===== config.mk =====
export PLATFORM = sky130hd
export DESIGN_NAME = svge_cmd_fifo
export DESIGN_NICKNAME = d
export VERILOG_FILES = /design/src/hw/rtl/statevector_gate_engine_assert.svh /design/src/hw/rtl/svge_pkg.sv /design/src/hw/rtl/svge_cmd_fifo.sv
export SDC_FILE = /design/constraint.sdc
export NUM_CORES = 1
export LEC_CHECK = 0
export ABC_AREA = 1
export BUFFER_PORTS_ARGS = -buffer_cell sky130_fd_sc_hd__buf_4
export CAP_MARGIN = 20
export CORE_ASPECT_RATIO = 0.6
export CORE_MARGIN = 10
export CORE_UTILIZATION = 45
export CTS_CLUSTER_DIAMETER = 200
export DETAILED_ROUTE_END_ITERATION = 10
export PLACE_DENSITY = 0.67
export SETUP_SLACK_MARGIN = 0.1
export SLEW_MARGIN = 15
export SYNTH_ARGS = -nofsm -noshare
export SYNTH_HDL_FRONTEND = slang
export SYNTH_SLANG_ARGS = --single-unit

===== constraint.sdc =====
create_clock -name i_clk -period 15 [get_ports i_clk]
set_input_delay 3.75 -clock i_clk [delete_from_list [all_inputs] [get_ports i_clk]]
set_output_delay 3.75 -clock i_clk [all_outputs]
set_load 0.01 [all_outputs]

===== src/hw/rtl/statevector_gate_engine_assert.svh =====
`ifndef STATEVECTOR_GATE_ENGINE_ASSERT_SVH
`define STATEVECTOR_GATE_ENGINE_ASSERT_SVH

// clocked check, held off while reset is low
`define SVGE_ASSERT(lbl, clk, rst_n, prop) \
    lbl: assert property (@(posedge clk) disable iff (!rst_n) prop) \
        else $error("svge assertion failed");

// clocked check that also runs through reset
`define SVGE_ASSERT_ON(lbl, clk, prop) \
    lbl: assert property (@(posedge clk) prop) else $error("svge assertion failed");

`endif


===== src/hw/rtl/svge_pkg.sv =====
package svge_pkg;

    localparam logic [1:0] OP_WRITE = 2'd0;
    localparam logic [1:0] OP_GATE  = 2'd1;
    localparam logic [1:0] OP_READ  = 2'd2;
    localparam logic [1:0] OP_CLEAR = 2'd3;

    localparam logic [3:0] G_H    = 4'd0;
    localparam logic [3:0] G_X    = 4'd1;
    localparam logic [3:0] G_Y    = 4'd2;
    localparam logic [3:0] G_Z    = 4'd3;
    localparam logic [3:0] G_RX   = 4'd4;
    localparam logic [3:0] G_RY   = 4'd5;
    localparam logic [3:0] G_RZ   = 4'd6;
    localparam logic [3:0] G_CX   = 4'd7;
    localparam logic [3:0] G_CZ   = 4'd8;
    localparam logic [3:0] G_SWAP = 4'd9;

    localparam logic [2:0] K_WRITE = 3'd0;
    localparam logic [2:0] K_READ  = 3'd1;
    localparam logic [2:0] K_CLEAR = 3'd2;
    localparam logic [2:0] K_GATE  = 3'd3;
    localparam logic [2:0] K_NOP   = 3'd4;

    // pair walk: single target, control/target, swap
    localparam logic [1:0] M_SINGLE = 2'd0;
    localparam logic [1:0] M_CTRL   = 2'd1;
    localparam logic [1:0] M_SWAP   = 2'd2;

    localparam int COEF_W     = 18;
    localparam int FRAC       = 14;
    localparam int ROUND_HALF = 8192;

    typedef logic signed [COEF_W-1:0] t_coef;

    localparam t_coef COEF_ONE   = 18'sd16384;
    localparam t_coef HALF_SQRT2 = 18'sd11585;

    localparam int CORDIC_STEPS = 14;
    localparam logic signed [19:0] CORDIC_GAIN = 20'sd9949;
    localparam logic signed [17:0] PI_Q14      = 18'sd51472;
    localparam logic signed [17:0] HALF_PI_Q14 = 18'sd25736;

    typedef struct packed {
        logic [2:0]                       kind;
        logic [1:0]                       mode;
        logic [3:0]                       qa;
        logic [3:0]                       qb;
        logic [3:0][1:0][COEF_W-1:0]      m;
        logic [9:0]                       index;
        logic [15:0]                      wr_re;
        logic [15:0]                      wr_im;
    } t_cmd;

    function automatic logic signed [17:0] atan_q14(input logic [3:0] i);
        case (i)
            4'd0:    return 18'sd12868;
            4'd1:    return 18'sd7596;
            4'd2:    return 18'sd4014;
            4'd3:    return 18'sd2037;
            4'd4:    return 18'sd1023;
            4'd5:    return 18'sd512;
            4'd6:    return 18'sd256;
            4'd7:    return 18'sd128;
            4'd8:    return 18'sd64;
            4'd9:    return 18'sd32;
            4'd10:   return 18'sd16;
            4'd11:   return 18'sd8;
            4'd12:   return 18'sd4;
            4'd13:   return 18'sd2;
            default: return 18'sd0;
        endcase
    endfunction

endpackage


===== src/hw/rtl/svge_cmd_fifo.sv =====
module svge_cmd_fifo (
    input  logic           i_clk,
    input  logic           i_rst_n,
    input  svge_pkg::t_cmd i_cmd,
    input  logic           i_vld,
    output logic           o_rdy,
    output svge_pkg::t_cmd o_cmd,
    output logic           o_vld,
    input  logic           i_rdy
);
    import svge_pkg::*;

    t_cmd       r_buf [2];
    logic       r_wp, r_rp;
    logic [1:0] r_cnt;
    logic       push, pop;

    assign o_rdy = (r_cnt != 2'd2);
    assign o_vld = (r_cnt != 2'd0);
    assign o_cmd = r_buf[r_rp];
    assign push  = i_vld && o_rdy;
    assign pop   = o_vld && i_rdy;

    always_ff @(posedge i_clk) begin
        if (push) r_buf[r_wp] <= i_cmd;
        if (!i_rst_n) begin
            r_wp  <= 1'b0;
            r_rp  <= 1'b0;
            r_cnt <= 2'd0;
        end else begin
            if (push) r_wp <= ~r_wp;
            if (pop) r_rp <= ~r_rp;
            case ({push, pop})
                2'b10:   r_cnt <= r_cnt + 2'd1;
                2'b01:   r_cnt <= r_cnt - 2'd1;
                default: r_cnt <= r_cnt;
            endcase
        end
    end
endmodule


==> results of run 1 <==
## power by group
group	switching [mW]	internal, mW
clock	0.397	0.482
sequential	0.0368	1.38
combinational	0.309	0.344
total	0.742	2.21
## worst max-delay path, delay by kind of cell, from the launching register on
family / cells / cell delay (ps)
multiplexers: 1 / 360
buffers and inverters: 3 / 1670
flip-flops: 1 / 620
## sequential cells by signal, summed over array words and instances (netlist names), named ones only
name and cells:
r_buf 398, r_cnt 2, r_rp 1, r_wp 1
## cells in the mapped netlist (5+ instances only)
| cell | number | area share |
|---|---|---|
| sky130_fd_sc_hd__edfxtp_1 | 398 | 0.80 |
| sky130_fd_sc_hd__mux2_4 | 100 | 0.10 |
| sky130_fd_sc_hd__mux2_2 | 99 | 0.074 |
| sky130_fd_sc_hd__buf_6 | 14 | 0.011 |
| sky130_fd_sc_hd__nand2_1 | 10 | 0.0025 |
| sky130_fd_sc_hd__nor2_1 | 10 | 0.0025 |
| sky130_fd_sc_hd__buf_2 | 8 | 0.0027 |
| sky130_fd_sc_hd__dfxtp_1 | 5 | 0.0067 |
| sky130_fd_sc_hd__inv_1 | 5 | 0.0013 |
## through the flow
step,power (mW),cells
6_report,2.95,1567
5_1_grt,3.08,1567
4_1_cts,2.99,1567
3_5_place_dp,2.11,1495
3_3_place_gp,2.10,1495
2_1_floorplan,1.83,655
## layout make-up
type	instances	area [µm²]
sequential	403	12100
fill	2419	13100
inverter	5	18.8
clock buffer	47	1010
tap	450	563
timing repair buffer	412	3090
multi-input combinational	225	2750
clock inverter	25	134
## metal layers
| metal | track usage | share of wire | vias to the layer above |
|---|---|---|---|
| met5 | 0 | 0.00074 | - |
| met4 | 0.0377 | 0.018 | 4 |
| met3 | 0.0520 | 0.069 | 48 |
| met2 | 0.271 | 0.50 | 265 |
| met1 | 0.200 | 0.42 | 3780 |
| li1 | - | - | 3461 |
## kinds of logic (layout without fill, tap and decap cells)
logic type / Yosys count / count (layout) / synth area share
AO/OA/AOI/OAI: 3 / 3 / 0.00117
adder cells (fa/ha/maj): 1 / 1 / 0.000834
buffers and inverters: 27 / 489 / 0.0144
flip-flops: 403 / 403 / 0.803
multiplexers: 199 / 199 / 0.174
AND/OR/NAND/NOR: 22 / 22 / 0.00576
## worst min-delay path by stage
stage	startpoint	endpoint	slack, ps
2_1_floorplan	r_rp	register	450
3_3_place_gp	r_rp	r_rp	480
3_5_place_dp	r_rp	r_rp	480
4_1_cts	r_rp	r_rp	500
5_1_grt	r_rp	r_rp	560
6_report	r_rp	r_rp	490
==> qor.yml, run 1 <==
timing.critical_path.slowest_stage_cell: "sky130_fd_sc_hd__buf_4"
p_leak_nw: 7.47
hold_path_depth: 2
power_density_nw_per_um2: 150
detail_route.drc_violations: 0
timing.final.max_slew_violations: 0
initial_core_util: 0.459
ant_nets: 0
postLayoutCellArea_um2: 19600
clock_latency_ps: 530
fp.coreArea_um2: 32700
finalCritPeriodShare: 0.469
cts.root.buffer_cell: "sky130_fd_sc_hd__clkbuf_16"
post_synth.cell_area_avg_um2: 22.9
worst-endpoint-required_ps: 11250
cts_htree_levels: 2
synth_flop_cell: "sky130_fd_sc_hd__edfxtp_1"
routedWlPerCell_um: 22.3
numClockSinks: 403
cts.repair.resized: 0
worst_setup_hold_path_clk_slew_ps: 60
antenna-diode-count: 0
synth.yosys.seq_area_share: 0.803
worstSetupStartpointType: "register"
boundaryPins: 404
final.setup.worst_slack_ps: 7970
skew_ps: 20.0
worstSetupPathType: "register to output pin"
placementRows: 51
setup_viol: 0
grt_pass1_wl_mm: 50.9
syn-cell-area_um2: 15000
crit_arrival_ps: 3280
die_x_um: 256
total_via_count_in_the_routed_design: 7558
reg2reg_from: "r_cnt[0]"
route.detailed.vias_per_inst: 4.82
fraction_of_final_layout_cells_with_drive_strength_greater_than_1: 0.599
maxSlewHeadroom: 0.271
routabilityCongestion: 0.762
cts_tree: "yes"
tightestPinTransition_ps: 1090
yosys.cell_types.count: 15
numPortBuffers: 403
max_stage_delay_ps: 790
grt-ovfl-total: 0
hpwlAfterDp_mm: 25.1
critPathMaxFanout: 57
cts_made_buffers: 39
fp.dieH_um: 161
fin_worst_hold_slack_ps: 492
endpoint: "o_cmd[160]"
most-common-layout-cells: "412 x sky130_fd_sc_hd__buf_4, 398 x sky130_fd_sc_hd__edfxtp_1, 100 x sky130_fd_sc_hd__mux2_4"
floorplan_die_area_um2: 41300
firstDrtPassIters: 4
design.final.nets: 1290
global_route.usage.total: 0.161
power.ir.vdd_worst_mv: 0.0958
pin_count_of_the_biggest_net_entering_global_routing: 70
grt_pass1_vias: 7981
outcome: "finished clean"
hold_buffers: 0
number_of_standard_cells_after_synthesis: 655
final_period_minus_worst_setup_slack_ps: 7030
finalCoreUtilization: 0.600
maxClockFrequency_mhz: 142
grt_antenna_before_repair: 2
fin_setup_tns_ps: 0
area_of_placed_instances_um2: 18500
flop_and_latch_count_out_of_synthesis: 403
regToRegEndpoint: "r_buf[1][153]"
synthToLayoutAreaGrowth_pct: 30.8
worst-r2r-cell-count: 6
syn_nets: 859
layout.cells.most_common: "sky130_fd_sc_hd__buf_4"
dp_worst_setup_slack_ps: 8250
timing.hold.worst.class: "register to register"
maxCapViolations: 0
detail_route.wirelength_mm: 35.0
number_of_synthesized_flops_with_an_enable_pin: 398
report.final.hold_viol_count: 0
detail_route.iter0.violations: 440
critical_path.endpoint_type: "output pin"
critical_path.cell_chain: "buf_4 -> buf_4 -> mux2_4 -> buf_4"
grt_setup_unrepaired: "no"
cts.path.max_buffers: 3
async_flop_share: 0
cts_post_setup_buffers_inserted: 0
regToRegSetupSlack_ps: 11470
yosysWarningCount: 0
worst_path_most_repeated_cell: "sky130_fd_sc_hd__buf_4"
Note: power is estimated with default switching activity, not from simulation.
==> run 2: changes to the inputs <==
--- a/config.mk
+++ b/config.mk
@@ -5,7 +5,7 @@
 export SDC_FILE = /design/constraint.sdc
 export NUM_CORES = 1
 export LEC_CHECK = 0
-export ABC_AREA = 1
+export ABC_AREA = 0
 export BUFFER_PORTS_ARGS = -buffer_cell sky130_fd_sc_hd__buf_4
 export CAP_MARGIN = 20
 export CORE_ASPECT_RATIO = 0.6
==> constraint.sdc (replaced) <==
create_clock -name i_clk -period 6.8 [get_ports i_clk]
set_input_delay 1.7 -clock i_clk [delete_from_list [all_inputs] [get_ports i_clk]]
set_output_delay 1.7 -clock i_clk [all_outputs]
set_load 0.01 [all_outputs]
==> run 2 against run 1 <==
Compared with the run above:
- sequential power up 130%
- total power increased to 2.5 times the previous value
- worst hold slack gained 37 ps
- sequential share of layout area is 0.059 points lower
==> qor.yml, run 2 <==
cts.path.max_buffers: 3
setup_viol: 0
syn_nets: 847
worst_path_most_repeated_cell: "sky130_fd_sc_hd__buf_4"
met1Wirelength_mm: 14.3
report.final.hold_viol_count: 0
power.ir.vdd_worst_mv: 0.203
numClockSinks: 403
timing.critical_path.slowest_stage_cell: "sky130_fd_sc_hd__dfxtp_4"
cts_tree: "yes"
critical_path.cell_chain: "buf_4 -> mux2_2 -> buf_4"
firstDrtPassIters: 4
cts_made_buffers: 39
tightestPinTransition_ps: 946
critical_path.endpoint_type: "output pin"
worst-path-buf-inv: 2
dr.max_layer_used: "met5"
worst_setup_hold_path_clk_slew_ps: 60
layout_top_registers: "r_buf (398), r_cnt (2)"
yosys-top-cells-count: "398 x sky130_fd_sc_hd__edfxtp_1, 100 x sky130_fd_sc_hd__mux2_4, 99 x sky130_fd_sc_hd__mux2_2"
die_x_um: 256
cts.repair.resized: 0
number_of_instances_in_the_placed_design: 1480
outcome: "finished clean"
global_route.usage.total: 0.162
max_flop_register: "r_buf"
worst-endpoint-required_ps: 5100
boundaryPins: 404
whs_endpoint: "r_cnt[1]"
numPortBuffers: 403
regToRegSetupSlack_ps: 4110
floorplan_die_area_um2: 41300
cts_htree_levels: 2
detail_route.drc_violations: 0
hold_path_depth: 2
fin_worst_hold_slack_ps: 530
clock_latency_ps: 520
ant_nets: 0
worstSetupPathType: "register to output pin"
cts.root.buffer_cell: "sky130_fd_sc_hd__clkbuf_16"
fraction_of_final_layout_cells_with_drive_strength_greater_than_1: 0.604
worst-r2r-cell-count: 4
synth_largest_type_area_fraction: 0.797
grt_antenna_before_repair: 2
max_stage_delay_ps: 930
hpwlAfterDp_mm: 24.4
grt-ovfl-total: 0
post_synth.cell_area_avg_um2: 23.3
hold_buffers: 0
cpLargestDelayFamily: "flip-flops"
placementRows: 51
grt_pass1_vias: 8004
grt_setup_unrepaired: "no"
fp.dieH_um: 161
fin_setup_tns_ps: 0
detail_route.iter0.violations: 447
finalCritPeriodShare: 0.663
syn-cell-area_um2: 15000
total_via_count_in_the_routed_design: 7513
final_period_minus_worst_setup_slack_ps: 4510
met3_length_mm: 3.19
largest_register_ff_count: 398
most_repeated_cell_in_the_gate_level_netlist_after_synthesis: "sky130_fd_sc_hd__edfxtp_1"
async_flop_share: 0
critPathMaxFanout: 61
synthTopCellsByArea: "sky130_fd_sc_hd__edfxtp_1 80%, sky130_fd_sc_hd__mux2_4 10%, sky130_fd_sc_hd__mux2_2 7.4%, sky130_fd_sc_hd__buf_6 0.98%, sky130_fd_sc_hd__dfxtp_1 0.67%"
regToRegEndpoint: "r_buf[0][61]"
timing.hold.worst.class: "register to register"
synth_flop_cell: "sky130_fd_sc_hd__edfxtp_1"
reg2reg_from: "r_cnt[0]"
n_fill_cell: 2422
maxSlewHeadroom: 0.369
number_of_standard_cells_after_synthesis: 643
cts_post_setup_buffers_inserted: 0
wl_met2_mm: 17.0
most-common-layout-cells: "407 x sky130_fd_sc_hd__buf_4, 398 x sky130_fd_sc_hd__edfxtp_1, 100 x sky130_fd_sc_hd__mux2_4"
worstSetupStartpointType: "register"
crit_arrival_ps: 2810
initial_core_util: 0.459
skew_ps: 12.0
finish.cell_count_without_fillers: 1551
finalCoreUtilization: 0.601
timing.hold.worst.start: "r_cnt[1]"
layout.cells.most_common: "sky130_fd_sc_hd__buf_4"
synth.yosys.seq_area_share: 0.804
routabilityCongestion: 0.797
routedWlPerCell_um: 22.6
maxCapViolations: 0
pin_count_of_the_biggest_net_entering_global_routing: 126
timing.final.max_slew_violations: 0
p_leak_nw: 7.43
grt_pass1_wl_mm: 50.9
power_density_nw_per_um2: 378
design.final.nets: 1275
maxClockFrequency_mhz: 222
number_of_synthesized_flops_with_an_enable_pin: 398
route.detailed.vias_per_inst: 4.84
detail_route.wirelength_mm: 35.1
synthToLayoutAreaGrowth_pct: 30.9
yosys.cell_types.count: 23
synthDominantAreaCellType: "sky130_fd_sc_hd__edfxtp_1"
yosysWarningCount: 0
flop_and_latch_count_out_of_synthesis: 403
fp.coreArea_um2: 32700
run 2: cell types whose count changed in the layout (fill, tap and decap cells not counted), moves of 2 or more:
cell / change
sky130_fd_sc_hd__buf_12: +2
sky130_fd_sc_hd__buf_4: -5
sky130_fd_sc_hd__clkbuf_1: +4
sky130_fd_sc_hd__clkbuf_16: +2
sky130_fd_sc_hd__clkinv_1: -2
sky130_fd_sc_hd__clkinv_2: -3
sky130_fd_sc_hd__inv_1: -5
sky130_fd_sc_hd__inv_6: -4
sky130_fd_sc_hd__nand2_1: -9
sky130_fd_sc_hd__nor2_1: -8
sky130_fd_sc_hd__nor2_4: -2
sky130_fd_sc_hd__nor2b_1: +2
sky130_fd_sc_hd__xnor2_1: +3
run 2: cell type report:
cell class	count	area, µm²	area share
clock buffer	53	1070	0.0545
tap	450	563	0.0287
inverter	1	11.3	0.000573
sequential	403	12100	0.614
clock inverter	17	85.1	0.00433
timing repair buffer	409	3100	0.158
antenna	1	2.50	0.000127
multi-input combinational	217	2750	0.140
run 2: worst min-delay path: stages (launching register included):
cell                       delay (ps)
sky130_fd_sc_hd__dfxtp_1          340
sky130_fd_sc_hd__o21ai_0           80
sky130_fd_sc_hd__a21boi_1          60
run 2: logic make-up (layout without fill, tap and decap cells):
group	count (synthesis)	count (layout)	share of synthesized area
flops	403	403	0.804
mux	199	199	0.174
buf+inv	23	480	0.0132
simple gates	9	9	0.00367
compound gates	5	5	0.00250
xor+xnor	3	3	0.00175
fa+ha+maj	1	1	0.000834
other cells	0	1	0
run 2: routing by layer:
layer	vias up	global-route usage
li1	3417	-
met1	3788	0.199
met3	42	0.0638
met4	2	0.0388
met2	264	0.264
met5	-	0
run 2: power breakdown:
group	switching [mW]	total [mW]	internal (mW)
sequential	0.137	3.27	3.14
combinational	1.01	2.17	1.17
clock	0.876	1.98	1.11
total	2.02	7.43	5.41
run 2: worst max-delay path by stage:
| stage | start | to | cells after the start |
|---|---|---|---|
| finish | register | o_cmd[26] | 3 |
| global route | register | o_cmd[26] | 3 |
| CTS | register | o_cmd[26] | 3 |
| detailed placement | register | o_cmd[26] | 3 |
| global placement | register | o_cmd[66] | 3 |
| floorplan | i_vld | r_buf[0][0] | 2 |
run 2: stage by stage:
step	setup slack (ps)	total power, mW	cell area [µm²]
2_1_floorplan	611	4.58	15000
3_3_place_gp	2810	5.52	18500
3_5_place_dp	2780	5.54	18500
4_1_cts	2200	7.55	19600
5_1_grt	2130	7.77	19600
6_report	2290	7.43	19600
