[config.mk]
export PLATFORM = sky130hd
export DESIGN_NAME = svge_front_flat
export DESIGN_NICKNAME = d
export VERILOG_FILES = /design/src/hw/rtl/statevector_gate_engine_assert.svh /design/src/hw/rtl/svge_pkg.sv /design/src/hw/rtl/svge_if.sv /design/src/hw/rtl/svge_cordic.sv /design/src/hw/rtl/svge_front.sv /design/src/flat_wrapper.sv
export SDC_FILE = /design/constraint.sdc
export NUM_CORES = 1
export LEC_CHECK = 0
export BUFFER_PORTS_ARGS = -buffer_cell sky130_fd_sc_hd__buf_2
export CAP_MARGIN = 20
export CORE_ASPECT_RATIO = 0.9
export CORE_MARGIN = 5
export CORE_UTILIZATION = 53
export CTS_CLUSTER_SIZE = 20
export DETAILED_ROUTE_END_ITERATION = 8
export PLACE_DENSITY = 0.83
export SLEW_MARGIN = 0
export SYNTH_ARGS = -nofsm -noshare
export SYNTH_HDL_FRONTEND = slang
export SYNTH_HIERARCHICAL = 1
export SYNTH_SLANG_ARGS = --single-unit
[constraint.sdc]
create_clock -name i_clk -period 6.6 [get_ports i_clk]
set_clock_uncertainty 0.05 [all_clocks]
set_input_delay 0.33 -clock i_clk [delete_from_list [all_inputs] [get_ports i_clk]]
set_output_delay 0.33 -clock i_clk [all_outputs]
set_load 0.1 [all_outputs]
[src/hw/rtl/statevector_gate_engine_assert.svh]
`ifndef STATEVECTOR_GATE_ENGINE_ASSERT_SVH
`define STATEVECTOR_GATE_ENGINE_ASSERT_SVH

// clocked check, held off while reset is low
`define SVGE_ASSERT(lbl, clk, rst_n, prop) \
    lbl: assert property (@(posedge clk) disable iff (!rst_n) prop) \
        else $error("svge assertion failed");

// clocked check that also runs through reset
`define SVGE_ASSERT_ON(lbl, clk, prop) \
    lbl: assert property (@(posedge clk) prop) else $error("svge assertion failed");

`endif

[src/hw/rtl/svge_pkg.sv]
package svge_pkg;

    localparam logic [1:0] OP_WRITE = 2'd0;
    localparam logic [1:0] OP_GATE  = 2'd1;
    localparam logic [1:0] OP_READ  = 2'd2;
    localparam logic [1:0] OP_CLEAR = 2'd3;

    localparam logic [3:0] G_H    = 4'd0;
    localparam logic [3:0] G_X    = 4'd1;
    localparam logic [3:0] G_Y    = 4'd2;
    localparam logic [3:0] G_Z    = 4'd3;
    localparam logic [3:0] G_RX   = 4'd4;
    localparam logic [3:0] G_RY   = 4'd5;
    localparam logic [3:0] G_RZ   = 4'd6;
    localparam logic [3:0] G_CX   = 4'd7;
    localparam logic [3:0] G_CZ   = 4'd8;
    localparam logic [3:0] G_SWAP = 4'd9;

    localparam logic [2:0] K_WRITE = 3'd0;
    localparam logic [2:0] K_READ  = 3'd1;
    localparam logic [2:0] K_CLEAR = 3'd2;
    localparam logic [2:0] K_GATE  = 3'd3;
    localparam logic [2:0] K_NOP   = 3'd4;

    // pair walk: single target, control/target, swap
    localparam logic [1:0] M_SINGLE = 2'd0;
    localparam logic [1:0] M_CTRL   = 2'd1;
    localparam logic [1:0] M_SWAP   = 2'd2;

    localparam int COEF_W     = 18;
    localparam int FRAC       = 14;
    localparam int ROUND_HALF = 8192;

    typedef logic signed [COEF_W-1:0] t_coef;

    localparam t_coef COEF_ONE   = 18'sd16384;
    localparam t_coef HALF_SQRT2 = 18'sd11585;

    localparam int CORDIC_STEPS = 14;
    localparam logic signed [19:0] CORDIC_GAIN = 20'sd9949;
    localparam logic signed [17:0] PI_Q14      = 18'sd51472;
    localparam logic signed [17:0] HALF_PI_Q14 = 18'sd25736;

    typedef struct packed {
        logic [2:0]                       kind;
        logic [1:0]                       mode;
        logic [3:0]                       qa;
        logic [3:0]                       qb;
        logic [3:0][1:0][COEF_W-1:0]      m;
        logic [9:0]                       index;
        logic [15:0]                      wr_re;
        logic [15:0]                      wr_im;
    } t_cmd;

    function automatic logic signed [17:0] atan_q14(input logic [3:0] i);
        case (i)
            4'd0:    return 18'sd12868;
            4'd1:    return 18'sd7596;
            4'd2:    return 18'sd4014;
            4'd3:    return 18'sd2037;
            4'd4:    return 18'sd1023;
            4'd5:    return 18'sd512;
            4'd6:    return 18'sd256;
            4'd7:    return 18'sd128;
            4'd8:    return 18'sd64;
            4'd9:    return 18'sd32;
            4'd10:   return 18'sd16;
            4'd11:   return 18'sd8;
            4'd12:   return 18'sd4;
            4'd13:   return 18'sd2;
            default: return 18'sd0;
        endcase
    endfunction

endpackage

[src/hw/rtl/svge_if.sv]
interface svge_item_if;
    logic               valid;
    logic               ready;
    logic [1:0]         op;
    logic [3:0]         gate_code;
    logic [3:0]         first_qubit;
    logic [3:0]         second_qubit;
    logic signed [15:0] angle;
    logic [9:0]         amp_index;
    logic signed [15:0] write_re;
    logic signed [15:0] write_im;

    modport source (output valid, op, gate_code, first_qubit, second_qubit, angle, amp_index,
                    write_re, write_im, input ready);
    modport sink (input valid, op, gate_code, first_qubit, second_qubit, angle, amp_index,
                  write_re, write_im, output ready);
endinterface


[src/hw/rtl/svge_cordic.sv]
module svge_cordic (
    input  logic               i_clk,
    input  logic               i_rst_n,
    input  logic               i_start,
    input  logic signed [15:0] i_angle,
    output logic               o_done,
    output svge_pkg::t_coef    o_cos,
    output svge_pkg::t_coef    o_sin
);
    import svge_pkg::*;

    localparam logic [3:0] LAST = 4'(CORDIC_STEPS - 1);

    logic               r_busy, r_done, r_flip;
    logic [3:0]         r_i;
    logic signed [19:0] r_x, r_y;
    logic signed [17:0] r_z;
    t_coef              r_c, r_s;

    logic signed [17:0] z2, z0;
    logic               flip0;
    logic signed [19:0] xs, ys, n_x, n_y, fx, fy;
    logic signed [17:0] n_z;

    function automatic t_coef clamp(input logic signed [19:0] v);
        if (v > COEF_ONE) return COEF_ONE;
        if (v < -COEF_ONE) return -COEF_ONE;
        return v[COEF_W-1:0];
    endfunction

    always_comb begin
        z2    = {i_angle[15], i_angle, 1'b0};
        z0    = z2;
        flip0 = 1'b0;
        if (z2 > HALF_PI_Q14) begin
            z0    = z2 - PI_Q14;
            flip0 = 1'b1;
        end else if (z2 < -HALF_PI_Q14) begin
            z0    = z2 + PI_Q14;
            flip0 = 1'b1;
        end
        xs = r_x >>> r_i;
        ys = r_y >>> r_i;
        if (!r_z[17]) begin
            n_x = r_x - ys;
            n_y = r_y + xs;
            n_z = r_z - atan_q14(r_i);
        end else begin
            n_x = r_x + ys;
            n_y = r_y - xs;
            n_z = r_z + atan_q14(r_i);
        end
        fx = r_flip ? -n_x : n_x;
        fy = r_flip ? -n_y : n_y;
    end

    always_ff @(posedge i_clk) begin
        if (!i_rst_n) begin
            r_busy <= 1'b0;
            r_done <= 1'b0;
        end else begin
            r_done <= !i_start && r_busy && (r_i == LAST);
            if (i_start) begin
                r_busy <= 1'b1;
                r_i    <= 4'd0;
                r_x    <= CORDIC_GAIN;
                r_y    <= 20'sd0;
                r_z    <= z0;
                r_flip <= flip0;
            end else if (r_busy) begin
                r_x <= n_x;
                r_y <= n_y;
                r_z <= n_z;
                r_i <= r_i + 4'd1;
                if (r_i == LAST) begin
                    r_busy <= 1'b0;
                    r_c    <= clamp(fx);
                    r_s    <= clamp(fy);
                end
            end
        end
    end

    assign o_done = r_done;
    assign o_cos  = r_c;
    assign o_sin  = r_s;
endmodule

[src/hw/rtl/svge_front.sv]
module svge_front #(
    parameter int QUBITS = 10
) (
    input  logic           i_clk,
    input  logic           i_rst_n,
    input  logic           i_hold,
    svge_item_if.sink      i_item,
    output svge_pkg::t_cmd o_cmd,
    output logic           o_cmd_vld,
    input  logic           i_cmd_rdy
);
    import svge_pkg::*;

    localparam logic [1:0] F_IDLE = 2'd0;
    localparam logic [1:0] F_ROT  = 2'd1;
    localparam logic [1:0] F_HOLD = 2'd2;

    logic [1:0] r_state;
    t_cmd       r_cmd;
    logic [3:0] r_gate;

    t_cmd  cls;
    logic  accept, q1_ok, q2_ok, is_rot;
    logic  cor_done;
    t_coef cor_c, cor_s;
    logic [3:0][1:0][COEF_W-1:0] rot_m;

    assign i_item.ready = (r_state == F_IDLE) && !i_hold;
    assign accept       = i_item.valid && i_item.ready;

    always_comb begin
        q1_ok     = int'(i_item.first_qubit) < QUBITS;
        q2_ok     = int'(i_item.second_qubit) < QUBITS;
        cls       = '0;
        cls.kind  = K_NOP;
        cls.mode  = M_SINGLE;
        cls.qa    = i_item.first_qubit;
        cls.qb    = i_item.second_qubit;
        cls.index = i_item.amp_index;
        cls.wr_re = i_item.write_re;
        cls.wr_im = i_item.write_im;
        is_rot    = 1'b0;
        case (i_item.op)
            OP_WRITE: cls.kind = K_WRITE;
            OP_READ:  cls.kind = K_READ;
            OP_CLEAR: cls.kind = K_CLEAR;
            default: begin
                case (i_item.gate_code)
                    G_H: begin
                        cls.kind    = q1_ok ? K_GATE : K_NOP;
                        cls.m[0][0] = HALF_SQRT2;
                        cls.m[1][0] = HALF_SQRT2;
                        cls.m[2][0] = HALF_SQRT2;
                        cls.m[3][0] = -HALF_SQRT2;
                    end
                    G_X: begin
                        cls.kind    = q1_ok ? K_GATE : K_NOP;
                        cls.m[1][0] = COEF_ONE;
                        cls.m[2][0] = COEF_ONE;
                    end
                    G_Y: begin
                        cls.kind    = q1_ok ? K_GATE : K_NOP;
                        cls.m[1][1] = -COEF_ONE;
                        cls.m[2][1] = COEF_ONE;
                    end
                    G_Z: begin
                        cls.kind    = q1_ok ? K_GATE : K_NOP;
                        cls.m[0][0] = COEF_ONE;
                        cls.m[3][0] = -COEF_ONE;
                    end
                    G_RX, G_RY, G_RZ: begin
                        cls.kind = q1_ok ? K_GATE : K_NOP;
                        is_rot   = q1_ok;
                    end
                    G_CX, G_SWAP: begin
                        if (q1_ok && q2_ok && i_item.first_qubit != i_item.second_qubit) begin
                            cls.kind = K_GATE;
                        end
                        cls.mode    = (i_item.gate_code == G_CX) ? M_CTRL : M_SWAP;
                        cls.m[1][0] = COEF_ONE;
                        cls.m[2][0] = COEF_ONE;
                    end
                    G_CZ: begin
                        cls.kind    = (q1_ok && q2_ok) ? K_GATE : K_NOP;
                        cls.mode    = (i_item.first_qubit == i_item.second_qubit) ?
                                      M_SINGLE : M_CTRL;
                        cls.m[0][0] = COEF_ONE;
                        cls.m[3][0] = -COEF_ONE;
                    end
                    default: cls.kind = K_NOP;
                endcase
            end
        endcase
    end

    always_comb begin
        rot_m       = '0;
        rot_m[0][0] = cor_c;
        rot_m[3][0] = cor_c;
        case (r_gate)
            G_RX: begin
                rot_m[1][1] = -cor_s;
                rot_m[2][1] = -cor_s;
            end
            G_RY: begin
                rot_m[1][0] = -cor_s;
                rot_m[2][0] = cor_s;
            end
            default: begin
                rot_m[0][1] = -cor_s;
                rot_m[3][1] = cor_s;
            end
        endcase
    end

    svge_cordic u_cordic (
        .i_clk   (i_clk),
        .i_rst_n (i_rst_n),
        .i_start (accept && is_rot),
        .i_angle (i_item.angle),
        .o_done  (cor_done),
        .o_cos   (cor_c),
        .o_sin   (cor_s)
    );

    always_ff @(posedge i_clk) begin
        if (!i_rst_n) begin
            r_state <= F_IDLE;
        end else begin
            case (r_state)
                F_IDLE: begin
                    if (accept) begin
                        r_cmd   <= cls;
                        r_gate  <= i_item.gate_code;
                        r_state <= is_rot ? F_ROT : F_HOLD;
                    end
                end
                F_ROT: begin
                    if (cor_done) begin
                        r_cmd.m <= rot_m;
                        r_state <= F_HOLD;
                    end
                end
                F_HOLD: begin
                    if (i_cmd_rdy) r_state <= F_IDLE;
                end
                default: r_state <= F_IDLE;
            endcase
        end
    end

    assign o_cmd     = r_cmd;
    assign o_cmd_vld = (r_state == F_HOLD);
endmodule

[src/flat_wrapper.sv]
// flat-port wrapper written by rule: the top's interface ports become plain ports
module svge_front_flat import svge_pkg::*;
#(
    parameter int QUBITS = 10
)
  (i_clk, i_rst_n, i_hold, o_cmd, o_cmd_vld, i_cmd_rdy, i_item_valid, i_item_op, i_item_gate_code, i_item_first_qubit, i_item_second_qubit, i_item_angle, i_item_amp_index, i_item_write_re, i_item_write_im, i_item_ready);
  svge_item_if i_item_i ();
  input  logic i_clk;
  input  logic i_rst_n;
  input  logic i_hold;
  output svge_pkg::t_cmd o_cmd;
  output logic o_cmd_vld;
  input  logic i_cmd_rdy;
  input wire logic [$bits(i_item_i.valid)-1:0] i_item_valid;
  input wire logic [$bits(i_item_i.op)-1:0] i_item_op;
  input wire logic [$bits(i_item_i.gate_code)-1:0] i_item_gate_code;
  input wire logic [$bits(i_item_i.first_qubit)-1:0] i_item_first_qubit;
  input wire logic [$bits(i_item_i.second_qubit)-1:0] i_item_second_qubit;
  input wire logic [$bits(i_item_i.angle)-1:0] i_item_angle;
  input wire logic [$bits(i_item_i.amp_index)-1:0] i_item_amp_index;
  input wire logic [$bits(i_item_i.write_re)-1:0] i_item_write_re;
  input wire logic [$bits(i_item_i.write_im)-1:0] i_item_write_im;
  output wire logic [$bits(i_item_i.ready)-1:0] i_item_ready;
  assign i_item_i.valid = i_item_valid;
  assign i_item_i.op = i_item_op;
  assign i_item_i.gate_code = i_item_gate_code;
  assign i_item_i.first_qubit = i_item_first_qubit;
  assign i_item_i.second_qubit = i_item_second_qubit;
  assign i_item_i.angle = i_item_angle;
  assign i_item_i.amp_index = i_item_amp_index;
  assign i_item_i.write_re = i_item_write_re;
  assign i_item_i.write_im = i_item_write_im;
  assign i_item_ready = i_item_i.ready;
  svge_front #(.QUBITS(QUBITS)) u_core (.i_clk(i_clk), .i_rst_n(i_rst_n), .i_hold(i_hold), .i_item(i_item_i), .o_cmd(o_cmd), .o_cmd_vld(o_cmd_vld), .i_cmd_rdy(i_cmd_rdy));
endmodule
==> results of run 1 <==
cells by family (layout without fill, tap and decap cells):
kind of cell | after synthesis | in the layout | synth area share (%)
AO/OA/AOI/OAI | 471 | 471 | 15.9
flip-flops | 302 | 302 | 44.4
XOR/XNOR | 138 | 138 | 6.23
AND/OR/NAND/NOR | 692 | 692 | 17.5
buffers and inverters | 195 | 504 | 4.67
other | 0 | 2 | 0
multiplexers | 81 | 81 | 6.51
adder cells (fa/ha/maj) | 74 | 74 | 4.74
flip-flops by register name, summed over array words and instances, names as in the netlist, 2 cells and up, named ones only:
register               count
u_core/r_gate              4
u_core/u_cordic/o_sin     18
u_core/u_cordic/r_i        4
u_core/u_cordic/r_x       20
u_core/o_cmd             181
u_core/u_cordic/r_y       20
u_core/u_cordic/o_cos     18
u_core/u_cordic/r_z       18
u_core/r_state             2
cell type report:
cell class                 count  area (um^2)  area share, %
clock buffer                  38          781           3.34
antenna                        2         5.00         0.0214
inverter                      69          260           1.11
clock inverter                18          170          0.727
timing repair buffer         379         2330           9.98
multi-input combinational   1456        10300           44.2
tap                          483          604           2.58
sequential                   302         8890           38.0
cells in the mapped netlist, drive strengths merged (14+ instances only):
| cell type | number |
|---|---|
| a211o | 14 |
| a211oi | 19 |
| a21o | 31 |
| a21oi | 121 |
| a31oi | 18 |
| and2 | 35 |
| and3 | 31 |
| buf | 59 |
| clkbuf | 67 |
| dfxtp | 18 |
| edfxtp | 284 |
| ha | 71 |
| inv | 68 |
| mux2 | 20 |
| mux2i | 24 |
| mux4 | 37 |
| nand2 | 153 |
| nand2b | 29 |
| nand3 | 42 |
| nand4 | 16 |
| nor2 | 199 |
| nor2b | 23 |
| nor3 | 59 |
| nor4 | 23 |
| o211ai | 22 |
| o21a | 16 |
| o21ai | 110 |
| o31ai | 14 |
| or2 | 16 |
| or3 | 16 |
| xnor2 | 72 |
| xor2 | 64 |
path summary, 6_finish.rpt:
check                       startpoint                         to
min                    i_item_angle[2]     u_core/u_cordic/r_z[3]
max reg2reg     u_core/u_cordic/r_i[0]  u_core/u_cordic/o_sin[10]
min reg2reg  u_core/u_cordic/o_cos[16]           u_core/o_cmd[58]
max             u_core/u_cordic/r_i[0]  u_core/u_cordic/o_sin[10]
what timing repair did:
action,4_1_cts,5_1_grt
hold endpoints to repair,54,0
gates resized for setup,0,33
hold buffers,54,0
buffers inserted,0,10
endpoints found under the setup margin,0,29
critical path: stages (launching register included):
cell and delay [ps]:
edfxtp_1 460, buf_12 270, mux4_2 580, mux4_2 530, a211oi_1 310, and3_1 310
a21oi_1 100, xnor2_1 170, ha_1 350, a21oi_1 360, o21ai_0 190, or3_1 350
o211ai_1 430, nor2_1 170, or4b_1 550, a211o_1 320, a21oi_2 240, nand3b_4 230
a21boi_1 200
metrics by stage:
step / TNS (ps) / hold WS [ps] / total power (uW) / std cells
3_5_place_dp: 0 / 457 / 2800 / 2623
6_report: 0 / 40.7 / 4490 / 2747
4_1_cts: 0 / 3.59 / 4480 / 2733
5_1_grt: -335 / 45.0 / 4620 / 2746
3_3_place_gp: 0 / 456 / 2790 / 2623
2_1_floorplan: 0 / 379 / 2690 / 1953
routing by layer:
metal  global-route usage, %  part of all wire, %  routed length, um  vias to the layer above
li1                        -                    -                  -                     7840
met1                    34.4                   39              22600                     8179
met2                    42.4                   47              27100                     1036
met3                    4.98                   10               5850                      150
met4                    8.42                  3.6               2100                        0
met5                       0                    0                  0                        -
power by group:
part	leakage (uW)	switching, uW	internal (uW)
Sequential	0.00274	20.2	2140
Clock	0.000448	765	923
Combinational	0.00609	505	137
==> flow_summary.json, run 1 <==
{
  "finalNetCount": 2389,
  "fin_crit_sh_pct": 96.2,
  "synth_top_area_cell": "edfxtp_1",
  "tightest_slew_ps": 1080,
  "vias": 17205,
  "dpl_cell_area_um2": 21600,
  "cts_tree": "done",
  "leakagePower_uw": 0.00928,
  "final_util_pct": 62.7,
  "htreeDepth": 1,
  "synth_edf_count": 284,
  "status": "completed",
  "layout_setup_ws_ps": 251,
  "path_class": "reg2reg",
  "track_usage_pct": 25.7,
  "clk_latency_ps": 570,
  "drcViolationCount": 0,
  "antenna_found_initial": 1,
  "tritoncts.num_buffers": 30,
  "cp.required_ps": 6960,
  "ant_nets": 0,
  "initial_core_util_pct": 53.6,
  "io_buffer_count": 277,
  "core_region_area_um2": 37300,
  "final_common_cell": "edfxtp_1",
  "dpl.hpwl_um": 40000,
  "hold_class": "in2reg",
  "gr-total-overflow": 0,
  "cap_violations": 0,
  "start_kind": "register",
  "fmax_mhz": 157,
  "synthDistinctLibCells": 107,
  "fin_area_um2": 23400,
  "die_w_um": 215,
  "place_ws_ps": 101,
  "gp_congestion": 0.919,
  "grt_max_degree": 83,
  "drt-total-wl_um": 57700,
  "die_area_um2": 41700,
  "async_flop_share_pct": 0,
  "drtPass1Iterations": 6,
  "power.density_nw_per_um2": 192,
  "cts.sinks": 302,
  "post-route-min-period_ps": 6350,
  "fillCellCount": 2780,
  "drv_slew": 0,
  "rsz0062_at_grt": "yes",
  "netlist_area_um2": 20000,
  "layout-drive-gt1-share_pct": 22.7,
  "root_buffer": "clkbuf_16",
  "yosys_register_bits": 302,
  "grt_pass1_wl_um": 88800,
  "hold_depth": 3,
  "wl_per_cell_um": 21.0,
  "slew_headroom_pct": 27.4,
  "die_h_um": 194,
  "ir_worst_vdd_mv": 0.203,
  "clkSlewWorstSetupHoldPaths_ps": 60,
  "setup_viol": 0,
  "ys.flop_type": "edfxtp_1",
  "grt_pass1_vias": 15918,
  "finalHoldViolations": 0,
  "layout_common_cells": "edfxtp_1, buf_2, nor2_1",
  "area_delta_synth_final_pct": 17.0,
  "synthTopCellsByArea": "edfxtp_1, ha_1, mux4_2",
  "synthCells": 1953,
  "synth_seq_area_share_pct": 44.4,
  "reg2reg_slack_ps": 250,
  "drt_iter0_markers": 2181,
  "end_kind": "register",
  "reg2reg_depth": 18,
  "syn_nets": 2104,
  "rows": 67,
  "clockBufferDepth": 3,
  "vias_per_cell": 6.26,
  "cp.arrival_ps": 6710,
  "io_pins": 278,
  "synth.top_cell.area_share_pct": 42.6,
  "syn-mean-instance-area_um2": 10.2,
  "yosysWarnings": 6,
  "cp_max_fo": 39
}
Power figures use the tool's default switching activity.
==> run 2: changes to the inputs <==
--- a/config.mk
+++ b/config.mk
@@ -10,9 +10,11 @@
 export CORE_ASPECT_RATIO = 0.9
 export CORE_MARGIN = 5
 export CORE_UTILIZATION = 53
+export CTS_CLUSTER_DIAMETER = 80
 export CTS_CLUSTER_SIZE = 20
 export DETAILED_ROUTE_END_ITERATION = 8
 export PLACE_DENSITY = 0.83
+export RECOVER_POWER = 25
 export SLEW_MARGIN = 0
 export SYNTH_ARGS = -nofsm -noshare
 export SYNTH_HDL_FRONTEND = slang
==> flow_summary.json, run 2 (synthesis results as in run 1) <==
{
  "core_region_area_um2": 37300,
  "place_ws_ps": 101,
  "antenna_found_initial": 1,
  "highest_layer": "met4",
  "ir_worst_vdd_mv": 0.150,
  "hold_class": "in2reg",
  "clkSlewWorstSetupHoldPaths_ps": 80,
  "vias": 17087,
  "io_buffer_count": 277,
  "drv_slew": 36,
  "dr_wl_met2_um": 26600,
  "cts_tree": "done",
  "slew_headroom_pct": -3.92,
  "tritoncts.num_buffers": 22,
  "setup_viol": 0,
  "track_usage_pct": 25.3,
  "largest_reg_flops": 181,
  "drt-total-wl_um": 56800,
  "finalNetCount": 2379,
  "drcViolationCount": 0,
  "drt_iter0_markers": 2141,
  "rows": 67,
  "final_common_cell": "edfxtp_1",
  "cp.arrival_ps": 6710,
  "power.density_nw_per_um2": 180,
  "violations": "max-capacitance violations, max-slew violations",
  "cp.required_ps": 6940,
  "layout-drive-gt1-share_pct": 16.2,
  "start_kind": "register",
  "grt_max_degree": 83,
  "cts.sinks": 302,
  "fin_crit_sh_pct": 96.5,
  "vias_per_cell": 6.28,
  "drtPass1Iterations": 7,
  "cap_violations": 1,
  "grt_pass1_vias": 15791,
  "htreeDepth": 1,
  "multi_input_area_um2": 10300,
  "gp_congestion": 0.919,
  "layout_setup_ws_ps": 231,
  "post-route-min-period_ps": 6370,
  "fillCellCount": 2914,
  "gr-total-overflow": 0,
  "layout_common_cells": "edfxtp_1, nor2_1, nand2_1",
  "path_class": "reg2reg",
  "leakagePower_uw": 0.00877,
  "die_area_um2": 41700,
  "dpl.hpwl_um": 40000,
  "layout.area.seq_um2": 8890,
  "fmax_mhz": 157,
  "clockBufferDepth": 3,
  "wl_per_cell_um": 20.9,
  "status": "complete, but fails checks",
  "routed-wl-met3_um": 5420,
  "power_uw": 4110,
  "grt_pass1_wl_um": 87700,
  "die_w_um": 215,
  "end_kind": "register",
  "cp_max_fo": 20,
  "ant_nets": 0,
  "clk_latency_ps": 550,
  "initial_core_util_pct": 53.6,
  "finalHoldViolations": 0,
  "area_delta_synth_final_pct": 14.4,
  "m1WireLength_um": 22800,
  "tightest_slew_ps": 1560,
  "root_buffer": "clkbuf_16",
  "io_pins": 278,
  "die_h_um": 194
}
==> run 2: cell count changes in the layout (fill, tap and decap cells not counted), sizes merged <==
cell / delta
bufinv: -2
clkinvlp: -3
buf: -127
clkbuf: +115
clkinv: -6
diode: -1
dlygate4sd3: -4
==> run 2: final timing paths <==
kind                             startpoint                         to  slack [ps]  cells past startpoint
setup / recovery     u_core/u_cordic/r_i[0]  u_core/u_cordic/o_cos[13]         230                     22
hold reg to reg   u_core/u_cordic/o_cos[16]           u_core/o_cmd[58]         480                      2
hold / removal                    i_cmd_rdy          u_core/r_state[1]          20                      3
setup reg to reg     u_core/u_cordic/r_i[0]  u_core/u_cordic/o_cos[13]         230                     22
==> run 2: cell type report <==
cell class	instances	area share [%]
antenna	1	0.0109
clock buffer	24	2.44
inverter	69	1.14
tap	483	2.64
sequential	302	38.9
timing repair buffer	377	9.52
multi-input combinational	1456	44.9
clock inverter	7	0.460
==> run 2: repair_timing <==
item / 4_1_cts / 5_1_grt
setup endpoints to repair: 0 / 29
hold buffers: 50 / 0
resized for setup: 0 / 19
buffers inserted: 0 / 11
hold endpoints to repair: 50 / 0
==> run 2: per-layer routing <==
layer / vias to the layer above / track usage [%]
met1: 8191 / 34.3
met3: 133 / 4.64
met5: - / 0
met2: 968 / 41.7
met4: 0 / 8.11
li1: 7795 / -
==> run 2: per-stage QoR <==
| step | instance area (um^2) | setup TNS (ps) | hold slack, ps | utilization [%] | instances |
|---|---|---|---|---|---|
| CTS | 22800 | 0 | 1.76 | 61.2 | 2704 |
| finish | 22900 | 0 | 24.7 | 61.3 | 2719 |
| detailed placement | 21600 | 0 | 457 | 58.0 | 2623 |
| floorplan | 20000 | 0 | 379 | - | 1953 |
| global placement | 21600 | 0 | 456 | 58.0 | 2623 |
| global route | 22900 | -430 | 11.3 | 61.3 | 2719 |
==> run 2: power by group <==
part           leakage (uW)  switching, uW  internal (uW)
registers           0.00274           20.3           2130
logic               0.00572            503            127
clock network      0.000316            697            632
total               0.00877           1220           2890
==> run 2: critical path: stages, from the launching register on <==
cell and delay [ps]:
edfxtp_1 490, buf_12 230, buf_4 220, mux4_2 550, mux2_1 320, mux2_2 320
nor2_4 150, nand3_1 180, nor2_2 240, a21oi_1 120, xnor2_1 140, ha_1 260
a211o_1 290, a31o_2 230, nor3_1 380, a2111oi_2 180, a211oi_4 340, o211ai_1 260
o41ai_2 300, xor2_1 210, o21ai_1 120, o31a_2 480, nor2_1 150
